### src/rtl/tca_queue.sv
// Four-entry queue between front and back ends.
module tca_queue #(
  parameter int WIDTH = 83
) (
  input  logic             clk,
  input  logic             rst,
  input  logic             push,
  input  logic [WIDTH-1:0] din,
  input  logic             pop,
  output logic [WIDTH-1:0] head,
  output logic             full,
  output logic             empty
);

  logic [WIDTH-1:0] mem [4];
  logic [1:0]       wp, rp;
  logic [2:0]       cnt;

  assign full  = cnt == 3'd4;
  assign empty = cnt == 3'd0;
  assign head  = mem[rp];

  // Storage
  always_ff @(posedge clk) begin
    if (push) mem[wp] <= din;
  end

  // Pointers and fill count
  always_ff @(posedge clk) begin
    if (rst) begin
      wp  <= '0;
      rp  <= '0;
      cnt <= '0;
    end else begin
      if (push) wp <= wp + 2'd1;
      if (pop)  rp <= rp + 2'd1;
      case ({push, pop})
        2'b10:   cnt <= cnt + 3'd1;
        2'b01:   cnt <= cnt - 3'd1;
        default: ;
      endcase
    end
  end

endmodule

### config.mk
export PLATFORM = sky130hd
export DESIGN_NAME = tca_queue
export DESIGN_NICKNAME = d
export VERILOG_FILES = /design/src/rtl/tca_queue.sv
export SDC_FILE = /design/constraint.sdc
export NUM_CORES = 1
export LEC_CHECK = 0
export BUFFER_PORTS_ARGS = -buffer_cell sky130_fd_sc_hd__buf_2
export CAP_MARGIN = 20
export CORE_AREA = 5 5 213 215
export DETAILED_ROUTE_END_ITERATION = 8
export DIE_AREA = 0 0 218 220
export PLACE_DENSITY_LB_ADDON = 0.1
export SLEW_MARGIN = 20
export SYNTH_ARGS = -nofsm -noshare
export SYNTH_HDL_FRONTEND = slang
export SYNTH_SLANG_ARGS = --single-unit
### constraint.sdc
create_clock -name clk -period 2.7 [get_ports clk]
set_input_delay 0.135 -clock clk [delete_from_list [all_inputs] [get_ports clk]]
set_output_delay 0.135 -clock clk [all_outputs]
set_load 0.01 [all_outputs]
==> results.txt <==
Synthesis produced a netlist with a net count of 573. Of all nets on the critical path, the largest fanout is 17. Summed over all layers, the routed wires come to 27.94 mm. The clock reaches the later pin of the worst-skew pair after 0.53 ns.

The finished layout holds 1390 standard cells, fillers aside. From bottom edge to top edge, the die measures 220 um. The number of gates resized after CTS was 0. In this run, placement finished with an instance count of 1237. Global routing finished with a remaining overflow of 0.

At the pin with the least slew margin, the transition time is 0.5496 ns. Counting the buffers created by CTS gives 39. The core region is 0.04355 mm^2. The category of the worst setup path capture point is an output pin. The remaining design rule violation count was 0.

The placed instance area was 0.01412 mm^2; the clock transition at the registers of the reported paths was 0.06 ns. The hold buffer count at cts came out at 86. The total count of hold-check failures in the final report was 0; the H-tree depth was 2. For the number of global-route vias before repair, the log shows 6763.

Once the clock tree was built, the setup fixing pass inserted 0 buffers. Synthesis instantiated 20 different standard cells from the library. Setup repair after global routing left no endpoint under its margin.

The detailed-router iteration count before antenna repair is 4, and the routed wirelength normalized by instance count is 20.10 um. The starting DRC count in detailed routing was 229; the number of primary I/O pins was 172. Buffer cell driving the clock tree root: clkbuf_16. The run gives 0.4607 GHz as the maximum achievable frequency. The logs give 0 for the final number of setup-violating endpoints and 0.6336 for the relative slew slack. Adding up every negative setup slack in the final design gives 0 ns. Buffers placed on the I/O ports in this run total 171. The overall global routing resource usage was 0.1176; the initial antenna violation count was 2.

For this design, the sink count on the clock tree is 341. The logs give 0 for the number of max-slew violations in the final report and 77 for the row count. The routed design could run at a clock period as short as 2.170 ns. At the end of routability-driven placement, the weighted congestion stood at 0.6781. The cell area power density is 756.1 mW/mm^2.

The required time of the worst setup path is 2.57 ns. On the final layout, the worst clock skew is 0.009649 ns. The flow ran to the end, and the final reports show no timing, DRC or antenna violations. IR analysis of the VDD net gives a maximum drop of 0.3546 mV. The first-pass GRT wire length came out at 42.01 mm. The share of synthesized area occupied by flip-flops and latches was 0.8177. Dividing the detail-routed via count by the number of cells gives 4.302.

The filler cells instantiated in the layout total 4087. The sum of net half-perimeters after detailed placement came out at 17.05 mm. STA classifies the critical path startpoint as a flop.

The tools report the post-route cell area as 0.01613 mm^2. TritonCTS built the clock tree. The final layout contains 865 nets.

Dividing the synthesized area by the synthesized cell count gives 25.86 um^2. By startpoint and endpoint, the worst setup path is classified as reg -> out. The maximum number of pins on one net before global-route repair came out at 50. The detail route stage leaves a number of antenna-violating nets equal to 0.

For this design the static power due to leakage is 5.412 nW. The initial core utilization is 0.2850. The signal on the critical path passes through buf_4, mux4_2, buf_2. During synthesis, Yosys emitted a total of 0 warnings.

For this design, the slowest cell found on the critical path is mux4_2. The area of the mapped netlist was 0.01241 mm^2; the width of the die was 218 um. The layout cell share with drive strength beyond 1 is 0.4053.

The clock tree buffer depth was 3; the routed via count was 5980. Final cycle utilization of the critical path: 0.8038. The arrival time of the worst setup path was 2.04 ns. Worst min-delay path category: in -> reg. Synthesis inferred 341 register bits. The area overhead of the layout relative to synthesis was 29.93%; the die area was 0.04796 mm^2.

Synthesis produced 480 cells. Hold is met by 0.3528 ns. The peak per-stage delay on the critical path came out at 0.60 ns. The run gives 0 as the max capacitance violation total.
-- cells in the mapped netlist --
| library cell | n | area (um^2) |
|---|---|---|
| a21oi_1 | 2 | 10.01 |
| and2_1 | 4 | 25.02 |
| and3_1 | 1 | 6.260 |
| buf_2 | 9 | 45.04 |
| buf_6 | 8 | 90.09 |
| clkbuf_1 | 2 | 7.510 |
| dfxtp_1 | 9 | 180.2 |
| edfxtp_1 | 332 | 9970 |
| fa_1 | 1 | 20.02 |
| ha_1 | 5 | 62.56 |
| inv_1 | 6 | 22.52 |
| mux2i_1 | 1 | 10.01 |
| mux4_2 | 83 | 1869 |
| nand2_1 | 1 | 3.750 |
| nor2_1 | 8 | 30.03 |
| nor3_1 | 1 | 5.000 |
| o21ai_0 | 1 | 5.000 |
| or3_1 | 1 | 6.260 |
| xnor2_1 | 2 | 17.52 |
| xor2_1 | 3 | 26.28 |
-- layer usage --
metal / track usage / wire (um) / up-vias
met5: 0 / 13 / -
met4: 0.04103 / 660 / 2
met3: 0.02926 / 1394 / 44
met2: 0.2104 / 14620 / 136
met1: 0.1382 / 11250 / 3157
li1: - / - / 2641
-- registers in the layout, summed over array words and instances, names as in the netlist, named ones only --
register / count
cnt: 3
mem: 332
rp: 2
wp: 2
-- final timing paths --
kind	endpoint	slack [ns]	cells after the start	start
min	mem[1][54]$_DFFE_PP_	0.35	2	din[54]
min reg2reg	cnt[1]$_SDFFE_PP0P_	0.53	2	cnt[1]$_SDFFE_PP0P_
max reg2reg	mem[1][62]$_DFFE_PP_	0.98	3	wp[0]$_SDFFE_PP0P_
max	head[74]	0.53	3	flop
-- cell type report --
| class | instances | area, um^2 | area share |
|---|---|---|---|
| Tap cell | 592 | 740.7 | 0.04593 |
| Antenna cell | 1 | 2.502 | 0.0001552 |
| Inverter | 6 | 22.52 | 0.001397 |
| Timing Repair Buffer | 270 | 1952 | 0.1210 |
| Clock buffer | 45 | 998.5 | 0.06191 |
| Sequential cell | 341 | 10160 | 0.6298 |
| Multi-Input combinational cell | 114 | 2107 | 0.1307 |
| Clock inverter | 21 | 146.4 | 0.009077 |
-- cell usage in the layout, fill, tap and decap left out, types with 4 or more instances in the layout --
master         count
edfxtp_1         332
buf_2            171
dlygate4sd3_1     86
mux4_2            83
clkbuf_16         39
buf_12            11
clkinv_1          10
nor2_1             8
clkinv_2           8
dfxtp_1            7
inv_1              6
clkbuf_1           6
ha_1               5
and2_4             4
-- critical path, delay by kind of cell, from the launching register on --
kind / cells / cell delay, ns
flip-flops: 1 / 0.37
buffers and inverters: 2 / 0.53
multiplexers: 1 / 0.60
-- where the power goes --
group	switching, W	internal, W
registers	0.0000564	0.00608
logic	0.000675	0.000607
clock network	0.00196	0.00282
-- kinds of logic after synthesis --
family,count (synthesis),synth area share
AOI/OAI and AO/OA,3,0.001209
buffers and inverters,25,0.01331
adders and majority gates,6,0.006653
muxes,84,0.1514
xor gates and xnor gates,5,0.003529
and+or+nand+nor,16,0.006149
DFF,341,0.8177
-- metrics by stage --
stage,utilization,setup WS [ns],power [W]
5_1_grt,0.3703,0.4112,0.01274
3_3_place_gp,0.3242,0.9445,0.007456
4_1_cts,0.3703,0.4118,0.01246
3_5_place_dp,0.3242,0.9275,0.007486
6_report,0.3703,0.5296,0.01219
2_1_floorplan,-,0.6888,0.006907
Power figures use the tool's default switching activity.
