**src/rtl/tca_pkg.sv**
```systemverilog
// Shared types, constants and the arctangent table of the tilt compensation unit.
package tca_pkg;

  // Angle and trig formats
  localparam int ANGLE_BITS   = 16;
  localparam int MAG_BITS     = 14;   // reduced magnitude, 0..9000 centidegrees
  localparam int TRIG_BITS    = 16;   // Q1.15 sine and cosine
  localparam int ATAN_ENTRIES = 24;
  localparam int CW           = 34;   // CORDIC x/y width, Q2.30 plus headroom
  localparam int ZW           = 32;   // CORDIC angle width, Q3.28
  localparam int APB_AW       = 4;
  localparam int APB_DW       = 32;

  localparam logic signed [CW-1:0] CORDIC_GAIN = 34'sd652032874;
  localparam logic [31:0]          CDEG_TO_RAD = 32'd3070415691;   // pi/18000 in Q44
  localparam logic signed [CW-1:0] TRIG_MAX    = 34'sd32767;

  // Register map, by word index
  typedef enum logic [1:0] {
    REG_BIAS_X = 2'd0,
    REG_BIAS_Y = 2'd1,
    REG_BIAS_Z = 2'd2
  } reg_idx_t;

  // Angle folded into the first quadrant with its sign corrections
  typedef struct packed {
    logic                neg;    // negate the sine
    logic                flip;   // negate the cosine
    logic [MAG_BITS-1:0] mag;    // centidegrees, 0..9000
  } angle_t;

  // round(atan(2^-i) * 2^28)
  function automatic logic signed [ZW-1:0] atan_q28(input int i);
    logic signed [ZW-1:0] r;
    case (i)
      0:  r = 32'sd210828714;
      1:  r = 32'sd124459457;
      2:  r = 32'sd65760959;
      3:  r = 32'sd33381290;
      4:  r = 32'sd16755422;
      5:  r = 32'sd8385879;
      6:  r = 32'sd4193963;
      7:  r = 32'sd2097109;
      8:  r = 32'sd1048571;
      9:  r = 32'sd524287;
      10: r = 32'sd262144;
      11: r = 32'sd131072;
      12: r = 32'sd65536;
      13: r = 32'sd32768;
      14: r = 32'sd16384;
      15: r = 32'sd8192;
      16: r = 32'sd4096;
      17: r = 32'sd2048;
      18: r = 32'sd1024;
      19: r = 32'sd512;
      20: r = 32'sd256;
      21: r = 32'sd128;
      22: r = 32'sd64;
      23: r = 32'sd32;
      default: r = '0;
    endcase
    return r;
  endfunction

endpackage

```
**src/rtl/tca_if.sv**
```systemverilog
// Request channel interfaces: raw sample in, world-frame result out.
interface tca_sample_if #(parameter int SAMPLE_BITS = 16);
  logic                          valid;
  logic                          ready;
  logic signed [SAMPLE_BITS-1:0] accel_x;
  logic signed [SAMPLE_BITS-1:0] accel_y;
  logic signed [SAMPLE_BITS-1:0] accel_z;
  logic signed [15:0]            roll_angle;
  logic signed [15:0]            pitch_angle;

  modport source(output valid, accel_x, accel_y, accel_z, roll_angle, pitch_angle,
                 input ready);
  modport sink(input valid, accel_x, accel_y, accel_z, roll_angle, pitch_angle,
               output ready);
endinterface


```
**src/rtl/tca_front.sv**
```systemverilog
// Front end: bias registers, request accept, bias removal and angle folding.
module tca_front #(
  parameter int SAMPLE_BITS = 16,
  parameter int ITEM_W      = 3 * (SAMPLE_BITS + 1) + 32
) (
  input  logic                        clk,
  input  logic                        rst,
  tca_sample_if.sink                  sample,
  input  logic                        psel,
  input  logic                        penable,
  input  logic                        pwrite,
  input  logic [tca_pkg::APB_AW-1:0]  paddr,
  input  logic [tca_pkg::APB_DW-1:0]  pwdata,
  output logic [tca_pkg::APB_DW-1:0]  prdata,
  input  logic                        q_full,
  output logic                        q_push,
  output logic [ITEM_W-1:0]           q_data
);

  localparam int S1 = SAMPLE_BITS + 1;

  logic signed [SAMPLE_BITS-1:0] bias_x, bias_y, bias_z;
  logic signed [S1-1:0]          ax, ay, az;
  tca_pkg::angle_t               roll_c, pitch_c;
  logic                          wr;

  // Wrap into [-18000,18000], then fold into the first quadrant
  function automatic tca_pkg::angle_t fold(input logic signed [15:0] a);
    logic signed [16:0] w;
    logic [14:0]        m;
    tca_pkg::angle_t    r;
    w = 17'(a);
    if (w > 17'sd18000)       w = w - 17'sd36000;
    else if (w < -17'sd18000) w = w + 17'sd36000;
    r.neg  = w[16];
    m      = w[16] ? 15'(-w) : 15'(w);
    r.flip = m > 15'd9000;
    r.mag  = r.flip ? tca_pkg::MAG_BITS'(15'd18000 - m) : tca_pkg::MAG_BITS'(m);
    return r;
  endfunction

  // Register writes
  assign wr = psel & penable & pwrite;
  always_ff @(posedge clk) begin
    if (rst) begin
      bias_x <= '0;
      bias_y <= '0;
      bias_z <= '0;
    end else if (wr) begin
      case (paddr[3:2])
        tca_pkg::REG_BIAS_X: bias_x <= pwdata[SAMPLE_BITS-1:0];
        tca_pkg::REG_BIAS_Y: bias_y <= pwdata[SAMPLE_BITS-1:0];
        tca_pkg::REG_BIAS_Z: bias_z <= pwdata[SAMPLE_BITS-1:0];
        default: ;
      endcase
    end
  end

  // Register reads, sign extended
  always_comb begin
    case (paddr[3:2])
      tca_pkg::REG_BIAS_X: prdata = tca_pkg::APB_DW'(bias_x);
      tca_pkg::REG_BIAS_Y: prdata = tca_pkg::APB_DW'(bias_y);
      tca_pkg::REG_BIAS_Z: prdata = tca_pkg::APB_DW'(bias_z);
      default:             prdata = '0;
    endcase
  end

  // Remove the biases, fold the angles and hand the request to the queue
  always_comb begin
    ax      = S1'(sample.accel_x) - S1'(bias_x);
    ay      = S1'(sample.accel_y) - S1'(bias_y);
    az      = S1'(sample.accel_z) - S1'(bias_z);
    roll_c  = fold(sample.roll_angle);
    pitch_c = fold(sample.pitch_angle);
  end

  assign sample.ready = ~q_full;
  assign q_push       = sample.valid & ~q_full;
  assign q_data       = {ax, ay, az, roll_c, pitch_c};

endmodule

```
**src/flat_wrapper.sv**
```systemverilog
// flat-port wrapper written by rule: the top's interface ports become plain ports
module tca_front_flat 
#(
  parameter int SAMPLE_BITS = 16,
  parameter int ITEM_W      = 3 * (SAMPLE_BITS + 1) + 32
)
  (clk, rst, psel, penable, pwrite, paddr, pwdata, prdata, q_full, q_push, q_data, sample_valid, sample_accel_x, sample_accel_y, sample_accel_z, sample_roll_angle, sample_pitch_angle, sample_ready);
  tca_sample_if #(.SAMPLE_BITS(SAMPLE_BITS)) sample_i ();
  input  logic clk;
  input  logic rst;
  input  logic psel;
  input  logic penable;
  input  logic pwrite;
  input  logic [tca_pkg::APB_AW-1:0] paddr;
  input  logic [tca_pkg::APB_DW-1:0] pwdata;
  output logic [tca_pkg::APB_DW-1:0] prdata;
  input  logic q_full;
  output logic q_push;
  output logic [ITEM_W-1:0] q_data;
  input wire logic [$bits(sample_i.valid)-1:0] sample_valid;
  input wire logic [$bits(sample_i.accel_x)-1:0] sample_accel_x;
  input wire logic [$bits(sample_i.accel_y)-1:0] sample_accel_y;
  input wire logic [$bits(sample_i.accel_z)-1:0] sample_accel_z;
  input wire logic [$bits(sample_i.roll_angle)-1:0] sample_roll_angle;
  input wire logic [$bits(sample_i.pitch_angle)-1:0] sample_pitch_angle;
  output wire logic [$bits(sample_i.ready)-1:0] sample_ready;
  assign sample_i.valid = sample_valid;
  assign sample_i.accel_x = sample_accel_x;
  assign sample_i.accel_y = sample_accel_y;
  assign sample_i.accel_z = sample_accel_z;
  assign sample_i.roll_angle = sample_roll_angle;
  assign sample_i.pitch_angle = sample_pitch_angle;
  assign sample_ready = sample_i.ready;
  tca_front #(.SAMPLE_BITS(SAMPLE_BITS), .ITEM_W(ITEM_W)) u_core (.clk(clk), .rst(rst), .sample(sample_i), .psel(psel), .penable(penable), .pwrite(pwrite), .paddr(paddr), .pwdata(pwdata), .prdata(prdata), .q_full(q_full), .q_push(q_push), .q_data(q_data));
endmodule
```
**config.mk**
```make
export PLATFORM = sky130hd
export DESIGN_NAME = tca_front_flat
export DESIGN_NICKNAME = d
export VERILOG_FILES = /design/src/rtl/tca_pkg.sv /design/src/rtl/tca_if.sv /design/src/rtl/tca_front.sv /design/src/flat_wrapper.sv
export SDC_FILE = /design/constraint.sdc
export NUM_CORES = 1
export LEC_CHECK = 0
export BUFFER_PORTS_ARGS = -buffer_cell sky130_fd_sc_hd__clkbuf_2
export CAP_MARGIN = 10
export CORE_MARGIN = 1
export CORE_UTILIZATION = 57
export CTS_CLUSTER_DIAMETER = 120
export CTS_CLUSTER_SIZE = 28
export DETAILED_ROUTE_END_ITERATION = 7
export PLACE_DENSITY = 0.95
export SYNTH_ARGS = -nofsm -noshare
export SYNTH_HDL_FRONTEND = slang
export SYNTH_SLANG_ARGS = --single-unit
```
**constraint.sdc**
```tcl
create_clock -name clk -period 6.3 [get_ports clk]
set_input_delay 0.63 -clock clk [delete_from_list [all_inputs] [get_ports clk]]
set_output_delay 0.63 -clock clk [all_outputs]
set_load 0.02 [all_outputs]
```
==> impl_metrics.ini <==
[worst_setup_path]
crit_required_ns = 5.67
crit_type = in -> out
path_max_fanout = 11
rr_startpoint = u_core.bias_y[1]
r2r_end = u_core.bias_y[1]
r2r_slack_ns = 5.55
end_kind = primary output
arrival_ns = 5.00
reg2reg_depth = 2
start_kind = input pin

[final_layout]
final_core_util = 0.6858
num_antenna_cells = 0
syn_to_final_growth_pct = 16.72
fin_nets = 1409
drive_gt1_frac = 0.2142

[sta]
min_period_ns = 5.633
grt_setup_unrepaired = no
setup_viol = 0
drv_slew = 0
fmax_ghz = 0.1775
tightest_slew_ns = 1.143
hold_viol = 0
period_share = 0.8941
whs_ns = 0.4714
fin_skew_ns = 0
fin_tns_setup_ns = 0
relSlewSlack = 0.2335

[drt]
ant_nets = 0
drc_errors = 0
via_per_inst = 5.746
vias = 8022
drt_iter0_drc = 685
wl_per_cell_um = 14.19
drt_wl_total_um = 19810
first_pass_iters = 6

[yosys]
postSynth.asyncResetShare = 0
seq_area_frac_synth = 0.1356
syn_inst = 1059
yosys_warnings = 0
synth_flop_cell = dfxtp_1
syn-num-nets = 1241
synth_edf_count = 0
synth_cell_types = 81
syn_area_mm2 = 0.007087
avgSynthCellArea_um2 = 6.692
ys_ff_latch = 48

[global_route]
grt_pass1_wl_um = 31150
overflow = 0
grt_max_degree = 49
grt_use_total = 0.2927
grt_pass1_vias = 6934
antenna_found_initial = 0

[pwr]
finalPower_mw = 1.405
p_leak_nw = 3.665
ir_drop_uv = 197.6
powerDensity_mw_per_mm2 = 169.9

[clock_tree]
cts-htree-levels = 2
cts_tree = built
cts_setup_buffers = 0
numCtsBuffers = 5
post_cts_resized = 0
clock_latency_ns = 0.29
clk_pin_slew_ns = 0.06
cts_max_path_buffers = 2
hold_buffers = 0
cts_num_sinks = 48
root_buffer = clkbuf_16

[die]
ios = 240
coreArea_mm2 = 0.01206
die_area_mm2 = 0.01288
start_util = 0.5876
fp.dieW_um = 113.5
num_rows = 40
die_height_um = 113.5

[run]
maxCapViolations = 0

[outcome]
status = complete, no violations

[min_path]
hp-start = u_core.bias_x[9]
holdPathStages = 2
hold_path_class = reg -> reg
hold_end = u_core.bias_x[9]

[place]
dp_hpwl_um = 16030
io_buffers = 221
globalplace.congestion = 0.9472
==> through the flow <==
| stage | std cells | cell area [µm²] | setup WS (ns) |
|---|---|---|---|
| 6_report | 1396 | 8272 | 0.6673 |
| 3_3_place_gp | 1388 | 8089 | 0.8832 |
| 5_1_grt | 1396 | 8272 | 0.3345 |
| 2_1_floorplan | 1059 | 7087 | 1.588 |
| 3_5_place_dp | 1388 | 8089 | 0.7434 |
| 4_1_cts | 1396 | 8272 | 0.7151 |
==> layer usage <==
metal	GRT usage	up-vias	wire length (µm)
met5	0	-	0
met4	0.1061	0	669
met3	0.05579	65	1603
met2	0.5354	344	9684
met1	0.3373	3632	7850
li1	-	3981	-
==> power breakdown <==
part | switching (mW) | leakage, nW | internal (mW)
clock network | 0.114 | 0.0901 | 0.209
logic | 0.479 | 3.19 | 0.293
registers | 0.00345 | 0.387 | 0.307
total | 0.597 | 3.67 | 0.809
==> synthesized netlist by cell type, types with 5 or more instances <==
library cell / n / area share
nand2_1: 168 / 0.089
inv_1: 99 / 0.052
a21oi_1: 96 / 0.068
nor2_1: 88 / 0.047
o21ai_0: 75 / 0.053
ha_1: 56 / 0.099
xnor2_1: 56 / 0.069
dfxtp_1: 48 / 0.14
clkbuf_1: 28 / 0.015
nor3_1: 26 / 0.018
buf_4: 21 / 0.022
nor2b_1: 21 / 0.019
a21boi_0: 20 / 0.021
mux2i_1: 18 / 0.025
xor2_1: 18 / 0.022
or3_1: 17 / 0.015
and3_1: 14 / 0.012
nand2b_1: 14 / 0.012
a21o_1: 11 / 0.012
and2_1: 11 / 0.0097
nand3_1: 10 / 0.0071
or2_2: 9 / 0.0079
o211ai_1: 8 / 0.0085
o21a_1: 8 / 0.0085
buf_2: 7 / 0.0049
a211o_1: 6 / 0.0074
a211oi_1: 5 / 0.0053
a31oi_1: 5 / 0.0044
o31ai_1: 5 / 0.0053
==> kinds of logic (layout without fill, tap and decap cells) <==
logic type / count (synthesis) / count (layout) / share of synthesized area
fa+ha+maj: 59 / 59 / 0.1073
flops: 48 / 48 / 0.1356
buf+inv: 160 / 329 / 0.09922
compound gates: 302 / 302 / 0.2788
xor+xnor: 75 / 75 / 0.09375
simple gates: 397 / 397 / 0.2599
mux: 18 / 18 / 0.02542
==> critical path, cell delays in order <==
cell	delay, ns
clkbuf_2	0.11
inv_1	0.12
ha_1	0.25
nor3b_2	0.25
a31oi_1	0.18
o31ai_4	0.40
a21oi_2	0.11
or3_4	0.40
a2111oi_1	0.76
a31oi_1	0.19
o211ai_2	0.24
o311ai_1	0.17
a21oi_1	0.65
o21bai_1	0.22
xnor2_1	0.13
clkbuf_2	0.18
==> final cells by class <==
cell class	count	area [µm²]
flip-flops and latches	48	960.9
clock inverters	1	30.03
inverters	99	371.6
clock buffers	7	152.6
multi-input cells	851	5433
well taps	168	210.2
fillers	1052	3790
repair buffers	222	1114
==> state kept, by name, indices dropped and copies added (netlist names) <==
name	count
u_core.bias_x	16
u_core.bias_y	16
u_core.bias_z	16
==> layout by cell type (no fill, tap or decap), types with 14 or more instances in the layout <==
| master | n |
|---|---|
| nor2_1 | 88 |
| mux2i_1 | 18 |
| inv_1 | 99 |
| ha_1 | 56 |
| nand2b_1 | 14 |
| nor2b_1 | 21 |
| o21ai_0 | 74 |
| xnor2_1 | 56 |
| nand2_1 | 168 |
| dfxtp_1 | 48 |
| and3_1 | 14 |
| or3_1 | 17 |
| a21boi_0 | 20 |
| a21oi_1 | 96 |
| xor2_1 | 18 |
| nor3_1 | 25 |
| clkbuf_2 | 221 |
==> how the worst max path moves through the flow <==
| stage | from | to | slack [ns] | cells past startpoint |
|---|---|---|---|---|
| 2_1_floorplan | sample_pitch_angle[0] | q_data[12] | 1.59 | 15 |
| 3_3_place_gp | sample_pitch_angle[0] | q_data[12] | 0.88 | 16 |
| 3_5_place_dp | sample_pitch_angle[0] | q_data[12] | 0.74 | 16 |
| 4_1_cts | sample_pitch_angle[0] | q_data[12] | 0.72 | 16 |
| 5_1_grt | sample_pitch_angle[0] | q_data[12] | 0.33 | 16 |
| 6_report | sample_pitch_angle[0] | q_data[12] | 0.67 | 16 |
Power figures use the tool's default switching activity.
